==> src/rtl/kds_pkg.sv <==
package kds_pkg;

  localparam int unsigned MaxKeys = 32;
  localparam int unsigned NumKeys = 16;
  localparam int unsigned SlotW   = $clog2(NumKeys);
  localparam int unsigned CntW    = $clog2(MaxKeys + 1);

  localparam logic [7:0] NoKey = 8'hFF;

  localparam logic [1:0] ActScan    = 2'd0;
  localparam logic [1:0] ActRemap   = 2'd1;
  localparam logic [1:0] ActRestart = 2'd2;

  localparam logic [2:0] ModeRelease = 3'd0;
  localparam logic [2:0] ModeDbDown  = 3'd1;
  localparam logic [2:0] ModePressed = 3'd2;
  localparam logic [2:0] ModeDbUp    = 3'd3;
  localparam logic [2:0] ModeDone    = 3'd4;

  localparam logic [7:0] KeyCodes [NumKeys] = '{
    8'hEE, 8'hDE, 8'hBE, 8'h7E,
    8'hED, 8'hDD, 8'hBD, 8'h7D,
    8'hEB, 8'hDB, 8'hBB, 8'h7B,
    8'hE7, 8'hD7, 8'hB7, 8'h77
  };

  localparam logic [7:0] DefaultSymbols [NumKeys] = '{
    "1", "2", "3", "A", "4", "5", "6", "B",
    "7", "8", "9", "C", "*", "0", "#", "D"
  };

  typedef struct packed {
    logic [1:0] action;
    logic [7:0] keycode;
    logic [7:0] old_symbol;
    logic [7:0] new_symbol;
  } in_t;

  typedef struct packed {
    logic       appended;
    logic [7:0] symbol;
    logic [4:0] position;
    logic [5:0] length;
    logic       terminated;
    logic       ready_res;
    logic [2:0] mode_now;
    logic       overflow;
  } out_t;

endpackage

==> src/rtl/kds_keymap.sv <==
module kds_keymap import kds_pkg::*; (
  input  logic       clk_i,
  input  logic       rst_ni,
  input  logic [7:0] keycode_i,
  input  logic       remap_i,
  input  logic [7:0] old_symbol_i,
  input  logic [7:0] new_symbol_i,
  output logic       hit_o,
  output logic [7:0] symbol_o
);

  logic [7:0]       table_q [NumKeys];
  logic [SlotW-1:0] slot;
  logic [SlotW-1:0] rslot;
  logic             rhit;

  always_comb begin
    hit_o = 1'b0;
    slot  = '0;
    for (int i = 0; i < NumKeys; i++) begin
      if (keycode_i == KeyCodes[i]) begin
        hit_o = 1'b1;
        slot  = SlotW'(i);
      end
    end
    symbol_o = table_q[slot];
  end

  // lowest slot holding the old symbol wins
  always_comb begin
    rhit  = 1'b0;
    rslot = '0;
    for (int i = NumKeys - 1; i >= 0; i--) begin
      if (table_q[i] == old_symbol_i) begin
        rhit  = 1'b1;
        rslot = SlotW'(i);
      end
    end
  end

  always_ff @(posedge clk_i or negedge rst_ni) begin
    if (!rst_ni) begin
      for (int i = 0; i < NumKeys; i++) table_q[i] <= DefaultSymbols[i];
    end else if (remap_i && rhit) begin
      table_q[rslot] <= new_symbol_i;
    end
  end

endmodule

==> src/rtl/keypad_debounce_string_entry.sv <==
// An accepted beat's result beat is registered for the next cycle.
// Throughput: one beat per cycle while the output is not stalled; a new
// beat is taken while the result register drains in the same cycle.
// Reset: release mode, count and flags cleared, candidate code 0, symbol
// table loaded with its default symbols; no clearing pass.
module keypad_debounce_string_entry import kds_pkg::*; (
  input  logic clk_i,
  input  logic rst_ni,
  input  logic in_valid_i,
  output logic in_ready_o,
  input  in_t  in_i,
  output logic out_valid_o,
  input  logic out_ready_i,
  output out_t out_o
);

  logic [2:0]      mode_q, mode_d;
  logic [7:0]      cand_q, cand_d;
  logic [CntW-1:0] cnt_q, cnt_d;
  logic            term_q, term_d;
  logic            rdy_q, rdy_d;
  logic            out_valid_q;
  out_t            out_q, res;
  logic            accept;
  logic            hit;
  logic [7:0]      sym;

  assign in_ready_o  = !out_valid_q || out_ready_i;
  assign accept      = in_valid_i && in_ready_o;
  assign out_valid_o = out_valid_q;
  assign out_o       = out_q;

  kds_keymap u_keymap (
    .clk_i       (clk_i),
    .rst_ni      (rst_ni),
    .keycode_i   (in_i.keycode),
    .remap_i     (accept && (in_i.action == ActRemap)),
    .old_symbol_i(in_i.old_symbol),
    .new_symbol_i(in_i.new_symbol),
    .hit_o       (hit),
    .symbol_o    (sym)
  );

  always_comb begin
    mode_d       = mode_q;
    cand_d       = cand_q;
    cnt_d        = cnt_q;
    term_d       = term_q;
    rdy_d        = rdy_q;
    res          = '0;
    case (in_i.action)
      ActRestart: begin
        cnt_d  = '0;
        term_d = 1'b0;
        rdy_d  = 1'b0;
        mode_d = ModeRelease;
      end
      ActScan: begin
        case (mode_q)
          ModeRelease: begin
            if (in_i.keycode != NoKey) begin
              cand_d = in_i.keycode;
              mode_d = ModeDbDown;
            end
          end
          ModeDbDown: begin
            if (in_i.keycode == cand_q) begin
              if (hit) begin
                if (sym == 8'd0) begin
                  res.position = 5'(cnt_q);
                  term_d       = 1'b1;
                end else if (cnt_q >= CntW'(MaxKeys)) begin
                  res.overflow = 1'b1;
                end else begin
                  res.position = 5'(cnt_q);
                  res.appended = 1'b1;
                  res.symbol   = sym;
                  cnt_d        = cnt_q + 1'b1;
                end
              end
              mode_d = ModePressed;
            end else begin
              mode_d = ModeRelease;
            end
          end
          ModePressed: begin
            if (in_i.keycode != cand_q) mode_d = ModeDbUp;
          end
          ModeDbUp: begin
            if (in_i.keycode == cand_q) begin
              mode_d = ModePressed;
            end else if (term_q) begin
              rdy_d  = 1'b1;
              mode_d = ModeDone;
            end else begin
              mode_d = ModeRelease;
            end
          end
          default: ;
        endcase
      end
      default: ;
    endcase
    res.length     = 6'(cnt_d);
    res.terminated = term_d;
    res.ready_res  = rdy_d;
    res.mode_now   = mode_d;
  end

  always_ff @(posedge clk_i or negedge rst_ni) begin
    if (!rst_ni) begin
      mode_q      <= ModeRelease;
      cand_q      <= '0;
      cnt_q       <= '0;
      term_q      <= 1'b0;
      rdy_q       <= 1'b0;
      out_valid_q <= 1'b0;
    end else begin
      if (accept) begin
        mode_q <= mode_d;
        cand_q <= cand_d;
        cnt_q  <= cnt_d;
        term_q <= term_d;
        rdy_q  <= rdy_d;
      end
      if (accept) begin
        out_valid_q <= 1'b1;
      end else if (out_ready_i) begin
        out_valid_q <= 1'b0;
      end
    end
  end

  always_ff @(posedge clk_i) begin
    if (accept) out_q <= res;
  end

endmodule
==> config.mk <==
export PLATFORM = sky130hd
export DESIGN_NAME = keypad_debounce_string_entry
export DESIGN_NICKNAME = d
export VERILOG_FILES = /design/src/rtl/kds_pkg.sv /design/src/rtl/kds_keymap.sv /design/src/rtl/keypad_debounce_string_entry.sv
export SDC_FILE = /design/constraint.sdc
export NUM_CORES = 1
export LEC_CHECK = 0
export BUFFER_PORTS_ARGS = -buffer_cell sky130_fd_sc_hd__buf_2
export CORE_UTILIZATION = 25
export DETAILED_ROUTE_END_ITERATION = 10
export GPL_ROUTABILITY_DRIVEN = 1
export SETUP_SLACK_MARGIN = 0.05
export SYNTH_ARGS = -nofsm -noshare
export SYNTH_HDL_FRONTEND = slang
export SYNTH_HIERARCHICAL = 1
export SYNTH_SLANG_ARGS = --single-unit
==> constraint.sdc <==
create_clock -name clk_i -period 2.65 [get_ports clk_i]
set_input_delay 0.1325 -clock clk_i [delete_from_list [all_inputs] [get_ports clk_i]]
set_output_delay 0.1325 -clock clk_i [all_outputs]
set_load 0.01 [all_outputs]
==> results.md <==
- Die X: 206 µm
- Area growth, synth to finish: 37.3%
- Commonest non-fill, non-tap cell in the layout: buf_4
- Most frequent cells in the layout: buf_4, mux2i_1, dfrtp_1
- Yosys warns: 6
- Critical-path cell list: buf_2 -> and3b_1 -> a21oi_1 -> mux2i_1 -> nand4_1 -> buf_12 -> buf_12 -> mux2i_1 -> mux2i_1 -> mux2i_1 -> mux2i_2 -> nor4_2 -> a211oi_2 -> nand3_2 -> buf_12 -> or4_1 -> nand3_1
- CTS Buffer Depth: 2
- PortBufs: 57
- Number of inserted diodes: 0
- Asr flop ratio synth: 0.851
- CP required: 3.02 ns
- Filler cell count: 4052
- GP Congestion: 0.863
- FF-to-FF setup slack: -0.26 ns
- CP Launch Type: primary input
- Boundary Pins: 58
- RSZ-0062 raised after global routing: yes
- Power Total: 6350 µW
- Maximum fanout along the worst path: 18
- Worst path bufs/invs: 4
- Final Hold Vio Count: 0
- CTS root buf: clkbuf_16
- Yosys cell types: 64
- Final Cycle Share: 1.12
- Fin worst setup slack: -0.326 ns
- Die area: 42300 µm²
- Die Ht: 206 µm
- Worst skew pair latency: 0.44 ns
- Sink Count: 174
- Seq/Total Area, Yosys: 0.438
- Pre-CTS setup slack: -0.836 ns
- Least-Margin Pin Slew: 0.658 ns
- Final setup fails: 140
- Failing checks: negative setup slack
- Core area: 40900 µm²
- Post-Route Skew: 0.00889 ns
- Final Net Count: 1139
- Peak supply drop: 0.383 mV
- Max_cap viols: 0
- Detailed-route DRC error count: 0
- Crit path arrival time: 3.35 ns
- Pleak: 0.00692 µW
- CP delay by family, top: simple AND/OR/NAND/NOR gates
- Antenna violations before repair: 0
- DR iter-0 viols: 400
- Fmax: 336 MHz
- CP endpoint kind: flip-flop
- Number of vias per cell: 4.62
- Post-route minimum period: 2.98 ns
- Pin count of the biggest net entering global routing: 64
- Class of the most critical setup path: in -> reg
- Max incr delay on CP: 0.47 ns
- Crit path top cell by count: mux2i_1
- Ys flop type: dfrtp_1
- DRT antenna net count: 0
- Critical Path Slowest Stage Cell: or4_1
- DRT Pass-1 Iters: 5
- Row cnt: 74
- Pwr Density: 446 nW/µm²
- Clock buffer count from CTS: 17
- WL per Instance: 17.9 µm
- Worst-path clk slew: 0.07 ns
- Initial Utilization: 0.254
- Hold crit path type: in -> reg
- Share of cells above drive strength 1: 0.507
- Slew HR: 0.562
- Run status: finished with violations
- Dpl hpwl: 21000 µm
- Synthesized area: 10400 µm²
- CTS tree: yes
- #FFs+latches synth: 174
- Drt total wl: 29500 µm
- Mapped Cells: 848
- Vias in the first global route: 8211
- Overflow after GRT: 0
- Syn_area_per_cell: 12.2 µm²
- First-pass GRT wire length: 46500 µm
- DR vias: 7630
- H-tree Lvls: 4
- Mapped Nets: 880
- Tot GR Track Use: 0.144
- Final Max Tran Viols: 0
- EDFF count, synth: 26
==> cell type report <==
type | instances | area, µm² | share of cell area
inverters | 7 | 26.3 | 0.00184
clock inverters | 14 | 144 | 0.0101
flip-flops and latches | 174 | 4550 | 0.319
multi-input cells | 621 | 6060 | 0.426
well taps | 532 | 666 | 0.0467
repair buffers | 286 | 2370 | 0.167
clock buffers | 18 | 429 | 0.0301
==> cell families (layout without fill, tap and decap cells) <==
kind of cell / after synthesis / in the layout / share of synthesized area
compound gates: 59 / 59 / 0.0421
xor+xnor: 141 / 141 / 0.120
fa+ha+maj: 2 / 2 / 0.00241
buf+inv: 53 / 325 / 0.0292
flops: 174 / 174 / 0.438
mux: 257 / 257 / 0.267
simple gates: 162 / 162 / 0.101
==> cells in the mapped netlist, drive strengths merged, types with 2 or more instances <==
cell | count | area (µm²)
and2 | 16 | 100
nand2 | 31 | 119
nand3 | 13 | 70.1
mux2 | 136 | 1560
nor2 | 15 | 56.3
o31ai | 2 | 15.0
o211ai | 4 | 30.0
nand4b | 2 | 17.5
a211oi | 3 | 27.5
buf | 28 | 209
nor2b | 2 | 12.5
o21ai | 20 | 100
clkbuf | 18 | 67.6
ha | 2 | 25.0
nor3b | 2 | 15.0
dfstp | 50 | 1310
or3 | 4 | 25.0
edfxtp | 26 | 781
o31a | 2 | 17.5
nand4 | 25 | 156
a21boi | 2 | 15.0
o32ai | 3 | 45.1
a31oi | 3 | 18.8
and3 | 5 | 31.3
o21a | 4 | 30.0
mux2i | 121 | 1210
nor4 | 25 | 235
or2 | 3 | 18.8
nor3 | 5 | 68.8
o41ai | 2 | 17.5
dfrtp | 98 | 2450
xor2 | 69 | 612
nand2b | 6 | 37.5
xnor2 | 72 | 631
a21oi | 6 | 30.0
or4 | 4 | 30.0
inv | 7 | 26.3
==> report_power, final <==
part	internal, µW	total (µW)	switching [µW]
logic	409	912	503
registers	2840	2940	94.7
clock network	1390	2510	1120
total	4640	6350	1720
==> worst register-to-register path, stage by stage (launching register included) <==
cell      delay (ns)
dfrtp_1         0.41
xor2_2          0.17
nor4_4          0.47
nand2_1         0.16
a311oi_4        0.39
nor3_4          0.08
o32ai_4         0.39
and3_4          0.26
buf_12          0.15
mux2_4          0.31
==> routing by layer <==
layer	wire length, µm	global-route usage	part of all wire	up-vias
li1	-	-	-	3592
met1	13800	0.192	0.47	3834
met2	14100	0.239	0.48	174
met3	1160	0.0239	0.039	30
met4	467	0.0378	0.016	0
met5	0	0	0	-
==> worst paths after layout <==
check,to,depth (start not counted),startpoint
setup / recovery,cnt_q[2]$_DFFE_PN0P_,17,in_i[18]
setup reg to reg,u_keymap/table_q[86]$_DFFE_PN0P_,9,u_keymap/table_q[36]$_DFFE_PN0P_
hold reg to reg,rdy_q$_DFFE_PN0P_,2,rdy_q$_DFFE_PN0P_
min in group asynchronous,cand_q[7]$_DFFE_PN0P_,2,rst_ni
max in group asynchronous,u_keymap/table_q[45]$_DFFE_PN1P_,3,rst_ni
hold / removal,out_valid_o$_DFFE_PN0P_,3,out_ready_i
==> sequential cells by signal (all words and copies together) (netlist names) <==
signal,flops
out_valid_o,1
cand_q,8
u_keymap/table_q,128
mode_q,3
out_o,26
term_q,1
rdy_q,1
cnt_q,6
==> through the flow <==
step	TNS [ns]	instances	hold WS, ns	cell area (µm²)	util
floorplan	-0.164	848	-0.163	10600	-
global placement	-44.33	1597	0.190	12900	0.316
detailed placement	-48.12	1597	0.192	12900	0.316
CTS	-17.92	1642	0.0125	14100	0.344
global route	-36.55	1652	0.0448	14200	0.348
finish	-24.49	1652	0.0278	14200	0.348
==> repair_timing <==
action / in CTS / in global routing
pin swaps: 15 / 19
gates resized for setup: 114 / 24
buffers inserted: 13 / 12
setup endpoints to repair: 141 / 141
hold buffers: 2 / 0
hold endpoints to repair: 44 / 0
No activity file was read; power rests on OpenSTA's default activity.
